**config.mk**
```make
export PLATFORM = sky130hd
export DESIGN_NAME = mesh_blob_loader_top
export DESIGN_NICKNAME = d
export VERILOG_FILES = /design/src/sv/mbl_pkg.sv /design/src/sv/mesh_blob_loader_top.sv
export SDC_FILE = /design/constraint.sdc
export NUM_CORES = 2
export LEC_CHECK = 0
export BUFFER_PORTS_ARGS = -buffer_cell sky130_fd_sc_hd__buf_4
export CAP_MARGIN = 20
export CORE_MARGIN = 2
export CORE_UTILIZATION = 38
export DETAILED_ROUTE_END_ITERATION = 10
export GPL_TIMING_DRIVEN = 0
export SYNTH_ARGS = -nofsm -noshare
export SYNTH_HDL_FRONTEND = slang
export SYNTH_SLANG_ARGS = --single-unit
```
**constraint.sdc**
```tcl
create_clock -name clock -period 7.7 [get_ports clock]
set_input_delay 0.385 -clock clock [delete_from_list [all_inputs] [get_ports clock]]
set_output_delay 0.385 -clock clock [all_outputs]
set_load 0.1 [all_outputs]
```
**src/sv/mbl_pkg.sv**
```systemverilog
// Shared types and constants for the mesh blob loader.
// No dependencies; imported by mesh_blob_loader_top.
`default_nettype none

package mbl_pkg;

   // Default table depths
   localparam int DEF_MAX_VERTICES  = 256;
   localparam int DEF_MAX_FACES     = 256;
   localparam int DEF_MAX_SEGMENTS  = 256;
   localparam int DEF_MAX_PARTICLES = 256;

   localparam int CSR_INDEX_W = 3;
   localparam int CSR_DATA_W  = 8;

   // Register indexes on the configuration port
   typedef enum logic [CSR_INDEX_W-1:0] {
      CSR_OFFSET_X = 3'd0,
      CSR_OFFSET_Y = 3'd1,
      CSR_OFFSET_Z = 3'd2,
      CSR_SCALE_X  = 3'd3,
      CSR_SCALE_Y  = 3'd4,
      CSR_SCALE_Z  = 3'd5,
      CSR_SWAP_XY  = 3'd6
   } csr_index_type;

   // Blob parsing sections
   typedef enum logic [2:0] {
      SEC_HEADER = 3'd0,
      SEC_VERT   = 3'd1,
      SEC_FACE   = 3'd2,
      SEC_SEG    = 3'd3,
      SEC_PART   = 3'd4
   } section_type;

   // Record kinds on the result channel
   typedef enum logic [2:0] {
      KIND_VERTEX   = 3'd0,
      KIND_FACE     = 3'd1,
      KIND_SEGMENT  = 3'd2,
      KIND_PARTICLE = 3'd3,
      KIND_EMPTY    = 3'd4
   } kind_type;

   // One result word
   typedef struct packed {
      kind_type           kind;
      logic [7:0]         slot;
      logic signed [15:0] coord_x;
      logic signed [15:0] coord_y;
      logic signed [15:0] coord_z;
      logic [7:0]         point_a;
      logic [7:0]         point_b;
      logic [7:0]         point_c;
      logic signed [7:0]  glyph;
      logic               object_done;
      logic               overflow;
   } rsp_type;

endpackage

`default_nettype wire

```
**src/sv/mesh_blob_loader_top.sv**
```systemverilog
// Mesh blob loader: parses a byte stream of object blobs into table records.
// Depends on mbl_pkg (types, section and kind codes, register indexes).
//
// Usage:
//  - req_ channel: one signed blob byte per word, taken when req_valid is high
//    and req_stall is low. Four header bytes (vertex, face, segment, particle
//    counts) are followed by the records of each non-empty section.
//  - rsp_ channel: one record word on the final byte of each record, or an
//    empty-object word on the last header byte when all counts are zero.
//  - csr_ channel: register writes, always ready; write only while idle.
// Throughput: one byte per cycle while req_stall is low. The byte that
// completes a result is worked in one pass from the held record bytes through
// a small multiply-add or index rebase to the output register, or to the skid
// register while the output register holds a word that is not yet taken.
// Stall: the output register is backed by a one-word skid register, so bytes
// keep flowing while a result waits; req_stall rises only when both hold a
// word, and drops once the receiver takes one.
// Reset: clears the parser to the header, all table counters to zero, the
// offsets and swap to zero and the scales to one. No clearing pass is needed.
`default_nettype none

module mesh_blob_loader_top #(
   parameter int MAX_VERTICES  = mbl_pkg::DEF_MAX_VERTICES,
   parameter int MAX_FACES     = mbl_pkg::DEF_MAX_FACES,
   parameter int MAX_SEGMENTS  = mbl_pkg::DEF_MAX_SEGMENTS,
   parameter int MAX_PARTICLES = mbl_pkg::DEF_MAX_PARTICLES
) (
   input  wire logic                             clock,
   input  wire logic                             reset,
   // byte input
   input  wire logic                             req_valid,
   output logic                                  req_stall,
   input  wire logic signed [7:0]                req_blob_byte,
   // record output
   output logic                                  rsp_valid,
   input  wire logic                             rsp_stall,
   output logic [2:0]                            rsp_kind,
   output logic [7:0]                            rsp_slot,
   output logic signed [15:0]                    rsp_coord_x,
   output logic signed [15:0]                    rsp_coord_y,
   output logic signed [15:0]                    rsp_coord_z,
   output logic [7:0]                            rsp_point_a,
   output logic [7:0]                            rsp_point_b,
   output logic [7:0]                            rsp_point_c,
   output logic signed [7:0]                     rsp_glyph,
   output logic                                  rsp_object_done,
   output logic                                  rsp_overflow,
   // register writes
   input  wire logic                             csr_valid,
   output logic                                  csr_ready,
   input  wire logic [mbl_pkg::CSR_INDEX_W-1:0]  csr_index,
   input  wire logic [mbl_pkg::CSR_DATA_W-1:0]   csr_wdata
);

   import mbl_pkg::*;

   localparam int VCW = $clog2(MAX_VERTICES);
   localparam int FCW = $clog2(MAX_FACES);
   localparam int SCW = $clog2(MAX_SEGMENTS);
   localparam int PCW = $clog2(MAX_PARTICLES);

   // Rebase: bias by a multiple of the depth so the sum is non-negative,
   // then reduce by a short chain of conditional subtracts.
   localparam int RB_K     = (256 + MAX_VERTICES - 1) / MAX_VERTICES;
   localparam int RB_STEPS = $clog2(RB_K + 2) + 1;
   localparam int RBW      = $clog2((RB_K + 2) * MAX_VERTICES) + 1;

   // Configuration registers
   logic signed [7:0] off_x_ff, off_y_ff, off_z_ff;
   logic [7:0]        scl_x_ff, scl_y_ff, scl_z_ff;
   logic              swap_ff;

   // Parser state
   section_type       section_ff, section_in;
   logic [1:0]        pos_ff, pos_in;
   logic [6:0]        left_ff, left_in;
   logic [6:0]        hc_ff [4];
   logic [6:0]        hc_in [4];
   logic signed [7:0] held_ff [3];
   logic signed [7:0] held_in [3];
   logic [VCW-1:0]    vert_cnt_ff, vert_cnt_in;
   logic [FCW-1:0]    face_cnt_ff, face_cnt_in;
   logic [SCW-1:0]    seg_cnt_ff, seg_cnt_in;
   logic [PCW-1:0]    part_cnt_ff, part_cnt_in;

   // Output register and skid
   rsp_type           out_ff, skid_ff, res_in;
   logic              out_vld_ff, skid_vld_ff, res_vld_in;

   logic              accept;
   logic              out_take;
   logic signed [7:0] b;
   logic [6:0]        cnt_b;
   logic [7:0]        rb_a, rb_b, rb_c;
   logic [15:0]       cx, cy, cz;

   function automatic logic [7:0] rebase(input logic signed [7:0] idx,
                                         input logic [VCW-1:0] vc,
                                         input logic [6:0] nvert);
      logic [RBW-1:0] w;
      w = RBW'(vc) + RBW'(RB_K * MAX_VERTICES) + RBW'(idx) - RBW'(nvert);
      for (int j = RB_STEPS - 1; j >= 0; j--) begin
         if (w >= (RBW'(MAX_VERTICES) << j)) begin
            w = w - (RBW'(MAX_VERTICES) << j);
         end
      end
      return w[7:0];
   endfunction

   function automatic logic [15:0] coord(input logic signed [7:0] off,
                                         input logic [7:0] scl,
                                         input logic signed [7:0] mb);
      logic signed [17:0] s_ext;
      logic signed [17:0] b_ext;
      logic signed [17:0] r;
      s_ext = 18'(signed'({1'b0, scl}));
      b_ext = 18'(mb);
      r = s_ext * b_ext + 18'(off);
      return r[15:0];
   endfunction

   assign accept    = req_valid && !skid_vld_ff;
   assign out_take  = out_vld_ff && !rsp_stall;
   assign req_stall = skid_vld_ff;
   assign csr_ready = 1'b1;

   assign b     = req_blob_byte;
   assign cnt_b = b[7] ? 7'd0 : b[6:0];

   // Rebased indices and transformed coordinates from the held bytes
   assign rb_a = rebase(held_ff[0], vert_cnt_ff, hc_ff[0]);
   assign rb_b = rebase(held_ff[1], vert_cnt_ff, hc_ff[0]);
   assign rb_c = rebase(held_ff[2], vert_cnt_ff, hc_ff[0]);
   assign cx   = swap_ff ? coord(off_x_ff, scl_x_ff, held_ff[1])
                         : coord(off_x_ff, scl_x_ff, held_ff[0]);
   assign cy   = swap_ff ? coord(off_y_ff, scl_y_ff, held_ff[0])
                         : coord(off_y_ff, scl_y_ff, held_ff[1]);
   assign cz   = coord(off_z_ff, scl_z_ff, held_ff[2]);

   // Parse one byte: update state, build a result word
   always_comb begin
      logic [6:0]  cv [4];
      logic [2:0]  cur;
      logic [2:0]  nxt;
      logic [1:0]  last;
      logic        wrapped;

      section_in  = section_ff;
      pos_in      = pos_ff;
      left_in     = left_ff;
      hc_in       = hc_ff;
      held_in     = held_ff;
      vert_cnt_in = vert_cnt_ff;
      face_cnt_in = face_cnt_ff;
      seg_cnt_in  = seg_cnt_ff;
      part_cnt_in = part_cnt_ff;
      res_vld_in  = 1'b0;
      res_in      = '0;
      cv          = hc_ff;
      cur         = section_ff;
      nxt         = SEC_HEADER;
      last        = (section_ff == SEC_PART) ? 2'd1 : 2'd3;
      wrapped     = 1'b0;

      if (accept) begin
         if (section_ff == SEC_HEADER) begin
            hc_in[pos_ff] = cnt_b;
            cv[pos_ff]    = cnt_b;
            if (pos_ff != 2'd3) begin
               pos_in = pos_ff + 2'd1;
            end else begin
               pos_in = 2'd0;
               // first non-empty section
               for (int n = 4; n >= 1; n--) begin
                  if (cv[n-1] != 7'd0) nxt = 3'(n);
               end
               section_in = section_type'(nxt);
               left_in    = (nxt == SEC_HEADER) ? 7'd0 : cv[2'(nxt - 3'd1)];
               if (nxt == SEC_HEADER) begin
                  res_vld_in         = 1'b1;
                  res_in.kind        = KIND_EMPTY;
                  res_in.object_done = 1'b1;
               end
            end
         end else if (pos_ff != last) begin
            // hold a non-final record byte
            held_in[pos_ff] = b;
            pos_in          = pos_ff + 2'd1;
         end else begin
            res_vld_in = 1'b1;
            unique case (section_ff)
               SEC_VERT: begin
                  res_in.kind    = KIND_VERTEX;
                  res_in.slot    = 8'(vert_cnt_ff);
                  res_in.coord_x = cx;
                  res_in.coord_y = cy;
                  res_in.coord_z = cz;
                  wrapped        = (vert_cnt_ff == VCW'(MAX_VERTICES - 1));
                  vert_cnt_in    = wrapped ? '0 : vert_cnt_ff + VCW'(1);
               end
               SEC_FACE: begin
                  res_in.kind    = KIND_FACE;
                  res_in.slot    = 8'(face_cnt_ff);
                  res_in.point_a = rb_a;
                  res_in.point_b = rb_b;
                  res_in.point_c = rb_c;
                  res_in.glyph   = b;
                  wrapped        = (face_cnt_ff == FCW'(MAX_FACES - 1));
                  face_cnt_in    = wrapped ? '0 : face_cnt_ff + FCW'(1);
               end
               SEC_SEG: begin
                  res_in.kind    = KIND_SEGMENT;
                  res_in.slot    = 8'(seg_cnt_ff);
                  res_in.point_a = rb_a;
                  res_in.point_b = rb_b;
                  res_in.glyph   = held_ff[2];
                  wrapped        = (seg_cnt_ff == SCW'(MAX_SEGMENTS - 1));
                  seg_cnt_in     = wrapped ? '0 : seg_cnt_ff + SCW'(1);
               end
               default: begin
                  res_in.kind    = KIND_PARTICLE;
                  res_in.slot    = 8'(part_cnt_ff);
                  res_in.point_a = rb_a;
                  res_in.glyph   = b;
                  wrapped        = (part_cnt_ff == PCW'(MAX_PARTICLES - 1));
                  part_cnt_in    = wrapped ? '0 : part_cnt_ff + PCW'(1);
               end
            endcase
            res_in.overflow = wrapped;
            pos_in          = 2'd0;
            left_in         = (left_ff != 7'd0) ? left_ff - 7'd1 : 7'd0;
            // section finished: advance to the next non-empty one
            if (left_ff <= 7'd1) begin
               for (int n = 4; n >= 1; n--) begin
                  if (3'(n) > cur && cv[n-1] != 7'd0) nxt = 3'(n);
               end
               section_in = section_type'(nxt);
               left_in    = (nxt == SEC_HEADER) ? 7'd0 : cv[2'(nxt - 3'd1)];
               res_in.object_done = (nxt == SEC_HEADER);
            end
         end
      end
   end

   // Hold parser state and counters
   always_ff @(posedge clock) begin
      if (reset) begin
         section_ff  <= SEC_HEADER;
         pos_ff      <= 2'd0;
         left_ff     <= 7'd0;
         hc_ff       <= '{default: 7'd0};
         vert_cnt_ff <= '0;
         face_cnt_ff <= '0;
         seg_cnt_ff  <= '0;
         part_cnt_ff <= '0;
      end else begin
         section_ff  <= section_in;
         pos_ff      <= pos_in;
         left_ff     <= left_in;
         hc_ff       <= hc_in;
         vert_cnt_ff <= vert_cnt_in;
         face_cnt_ff <= face_cnt_in;
         seg_cnt_ff  <= seg_cnt_in;
         part_cnt_ff <= part_cnt_in;
      end
   end

   // Held record bytes carry no reset
   always_ff @(posedge clock) begin
      held_ff <= held_in;
   end

   // Apply register writes
   always_ff @(posedge clock) begin
      if (reset) begin
         off_x_ff <= 8'sd0;
         off_y_ff <= 8'sd0;
         off_z_ff <= 8'sd0;
         scl_x_ff <= 8'd1;
         scl_y_ff <= 8'd1;
         scl_z_ff <= 8'd1;
         swap_ff  <= 1'b0;
      end else if (csr_valid && csr_ready) begin
         unique case (csr_index)
            CSR_OFFSET_X: off_x_ff <= signed'(csr_wdata);
            CSR_OFFSET_Y: off_y_ff <= signed'(csr_wdata);
            CSR_OFFSET_Z: off_z_ff <= signed'(csr_wdata);
            CSR_SCALE_X:  scl_x_ff <= csr_wdata;
            CSR_SCALE_Y:  scl_y_ff <= csr_wdata;
            CSR_SCALE_Z:  scl_z_ff <= csr_wdata;
            CSR_SWAP_XY:  swap_ff  <= csr_wdata[0];
            default: ;
         endcase
      end
   end

   // Output register with one-word skid; drain skid first
   always_ff @(posedge clock) begin
      if (reset) begin
         out_vld_ff  <= 1'b0;
         skid_vld_ff <= 1'b0;
      end else if (skid_vld_ff) begin
         if (out_take) begin
            out_vld_ff  <= 1'b1;
            skid_vld_ff <= 1'b0;
         end
      end else if (!out_vld_ff || out_take) begin
         out_vld_ff <= res_vld_in;
      end else if (res_vld_in) begin
         skid_vld_ff <= 1'b1;
      end
   end

   always_ff @(posedge clock) begin
      if (skid_vld_ff) begin
         if (out_take) out_ff <= skid_ff;
      end else if (!out_vld_ff || out_take) begin
         out_ff <= res_in;
      end else begin
         skid_ff <= res_in;
      end
   end

   assign rsp_valid       = out_vld_ff;
   assign rsp_kind        = out_ff.kind;
   assign rsp_slot        = out_ff.slot;
   assign rsp_coord_x     = out_ff.coord_x;
   assign rsp_coord_y     = out_ff.coord_y;
   assign rsp_coord_z     = out_ff.coord_z;
   assign rsp_point_a     = out_ff.point_a;
   assign rsp_point_b     = out_ff.point_b;
   assign rsp_point_c     = out_ff.point_c;
   assign rsp_glyph       = out_ff.glyph;
   assign rsp_object_done = out_ff.object_done;
   assign rsp_overflow    = out_ff.overflow;

endmodule

`default_nettype wire
```
==> impl_metrics.tcl <==
set metrics [dict create \
    finalPower_mw 4.41 \
    dieArea_mm2 0.0769 \
    nets 3613 \
    yosysWarnings 0 \
    slew_headroom_pct 29.5 \
    multiInputGateArea_mm2 0.0177 \
    cts_buffers 39 \
    gp_congestion 0.936 \
    register_area_mm2 0.00877 \
    crit_buf_inv 3 \
    cap_violations 0 \
    core_mm2 0.0742 \
    num_rows 100 \
    hold_path_depth 1 \
    diodes 0 \
    dp_hpwl_um 62900 \
    worst_pin_slew_ns 1.06 \
    finalMaxSlewViolations 0 \
    drt_iter0_drc 1429 \
    fin_util_pct 43.0 \
    crit_slowest_cell "o41ai_1" \
    cts.reportedPaths.clkPinSlew_ns 0.06 \
    syn-cell-area_mm2 0.0284 \
    p_per_area_mw_per_mm2 138 \
    wirelength_um 80700 \
    synthTopCellsByArea "edfxtp_1 (22%), fa_1 (19%), ha_1 (11%)" \
    die_y_um 277 \
    syn_nets 3444 \
    worst_setup_path_start_kind "register" \
    setup_slack_ns 0.937 \
    cp.arrival_ns 7.05 \
    layout-drive-gt1-share_pct 7.90 \
    io_pins 120 \
    r2r_start "held_ff[23]$_DFFE_PP_" \
    dr_total_vias 21058 \
    crit_path_start "held_ff[23]$_DFFE_PP_" \
    cp_max_fo 10 \
    worst_hold_path_type "input port to register" \
    ys_ff_latch 333 \
    fin_setup_tns_ns 0 \
    yosys_most_used_dff "edfxtp_1" \
    ant_nets 0 \
    overflow 0 \
    dpl_cell_area_mm2 0.0307 \
    grt_start_max_net_pins 62 \
    timing.rr.end "rsp_coord_x[15]$_DFFE_PP_" \
    min_period_ns 6.76 \
    synthArstFlopShare_pct 0 \
    finalClockSkew_ns 0.0292 \
    synth_edf_count 210 \
    vias_per_cell 5.19 \
    placed_cells 3985 \
    hold_slack_ns 0.104 \
    yosysSeqAreaShare_pct 30.9 \
    post-place-ws_ns 0.985 \
    cts_max_level 2 \
    hold_viol_final 0 \
    portBuffers 117 \
    cpPeakStageDelay_ns 0.68 \
    grt_pass1_wl_um 125000 \
    firstDrtPassIters 6 \
    start_util_pct 38.2 \
    die_w_um 277 \
    finalCritPeriodShare_pct 87.8 \
    area_delta_synth_final_pct 12.6 \
    final_area_mm2 0.0319 \
    end_kind "register" \
    setup_viol 0 \
    grt_use_total_pct 21.1 \
    avgSynthCellArea_um2 9.82 \
    critPathCapture "rsp_coord_x[15]$_DFFE_PP_" \
    clk_latency_ns 0.58 \
    critical_path.most_common_cell "fa_1" \
    grt_pass1_vias 21428 \
    cp_data_required_time_ns 7.99 \
    ir_drop_uv 130 \
    cts_max_path_buffers 3 \
    reg2reg_depth 17 \
    postCtsHoldBufs 0 \
    fillers 7255 \
    root_buffer "clkbuf_16" \
    drt-wirelength-per-cell_um 19.9 \
    postCtsResizedCells 0 \
    clkSinkCount 333 \
    postCtsSetupRepairBufs 0 \
    synth_top_area_share_pct 22.2 \
    leakage_nw 14.9 \
    crit_family "adder cells" \
    outcome "finished, final reports clean" \
    drc 0 \
    synth_largest_area_cell "edfxtp_1" \
    clock.fmax_ghz 0.148 \
    fin_cells 4058 \
    worst-path-stages 17 \
    crit_chain "clkbuf_1 -> clkbuf_1 -> nand2b_1 -> fa_1 -> fa_1 -> inv_1 -> fa_1 -> fa_1 -> fa_1 -> ha_1 -> o21ai_0 -> o21bai_1 -> o41ai_1 -> o21ai_0 -> a31o_2 -> mux2i_1 -> nand3_1" \
    antenna_found_initial 1 \
    cts_tree "yes" \
    ff2ff_setup_slack_ns 0.94 \
    crit_type "register to register" \
    synth_cell_types 80 \
    synth_cells 2889 \
    rsz0062_at_grt "no" \
]
[cell families after synthesis]
| group | share of synthesized area, % |
|---|---|
| buffers and inverters | 6.91 |
| multiplexers | 2.89 |
| other | 0.0132 |
| flip-flops | 30.9 |
| adder cells (fa/ha/maj) | 30.7 |
| AO/OA/AOI/OAI | 9.98 |
| AND/OR/NAND/NOR | 15.4 |
| XOR/XNOR | 3.21 |
[cell usage in the layout, fill, tap and decap left out, types with 52 or more instances in the layout]
cell type	count
inv_1	393
xnor2_1	79
mux2i_1	57
edfxtp_1	210
nor2_1	174
buf_4	120
nand2_1	337
dfxtp_1	123
clkbuf_1	104
nor3_1	52
nor2b_1	57
ha_1	255
a21o_1	93
a21oi_1	142
and2_1	171
fa_1	276
[power breakdown]
part | total [mW] | switching (mW) | internal (mW)
combinational | 0.655 | 0.386 | 0.268
sequential | 1.92 | 0.0297 | 1.89
clock | 1.84 | 0.805 | 1.03
[worst register-to-register path, stage by stage, from the launching register on]
cell      delay [ns]
edfxtp_1        0.53
clkbuf_1        0.63
clkbuf_1        0.49
nand2b_1        0.14
fa_1            0.47
fa_1            0.49
inv_1           0.05
fa_1            0.44
fa_1            0.51
fa_1            0.46
ha_1            0.35
o21ai_0         0.09
o21bai_1        0.13
o41ai_1         0.68
o21ai_0         0.33
a31o_2          0.33
mux2i_1         0.20
nand3_1         0.16
[cell type report]
cell class / instances / share of cell area (%)
clock inverter: 16 / 0.427
sequential: 333 / 27.5
buffer: 118 / 1.48
clock buffer: 56 / 3.51
tap: 969 / 3.80
timing repair buffer: 128 / 3.38
inverter: 395 / 4.66
multi-input combinational: 2043 / 55.3
[worst min path at each step]
| stage | start | slack (ns) | to |
|---|---|---|---|
| detailed placement | off_y_ff[4]$_SDFFE_PP0P_ | 0.45 | off_y_ff[4]$_SDFFE_PP0P_ |
| finish | req_blob_byte[4] | 0.10 | held_ff[4]$_DFFE_PP_ |
| global route | req_blob_byte[4] | 0.07 | held_ff[20]$_DFFE_PP_ |
| floorplan | off_x_ff[1]$_SDFFE_PP0P_ | 0.44 | off_x_ff[1]$_SDFFE_PP0P_ |
| CTS | req_blob_byte[4] | 0.06 | held_ff[4]$_DFFE_PP_ |
| global placement | off_y_ff[1]$_SDFFE_PP0P_ | 0.44 | off_y_ff[1]$_SDFFE_PP0P_ |
[per-layer routing]
| metal | routed length, µm | global-route usage (%) | up-vias |
|---|---|---|---|
| met1 | 35400 | 27.9 | 10453 |
| met3 | 4710 | 3.33 | 157 |
| li1 | - | - | 9888 |
| met2 | 36800 | 34.3 | 558 |
| met5 | 13 | 0 | - |
| met4 | 3770 | 9.41 | 2 |
[flip-flops by register name (all words and copies together) (netlist names), 16 cells and up]
name,cells
hc_ff,28
rsp_coord_z,16
held_ff,24
rsp_coord_x,16
rsp_coord_y,16
skid_ff,93
[cells in the mapped netlist, types with 25 or more instances]
library cell  instances
ha_1                255
nor2_1              174
a211oi_1             32
xnor2_1              79
xor2_1               25
edfxtp_1            210
nor3_1               52
fa_1                276
mux2i_1              58
o21ai_0              48
dfxtp_1             123
clkbuf_1             95
and2_1              171
a21oi_1             142
a21o_1               93
inv_1               393
nor2b_1              57
nand3_1              40
nand2_1             337
Note: power is estimated with default switching activity, not from simulation.
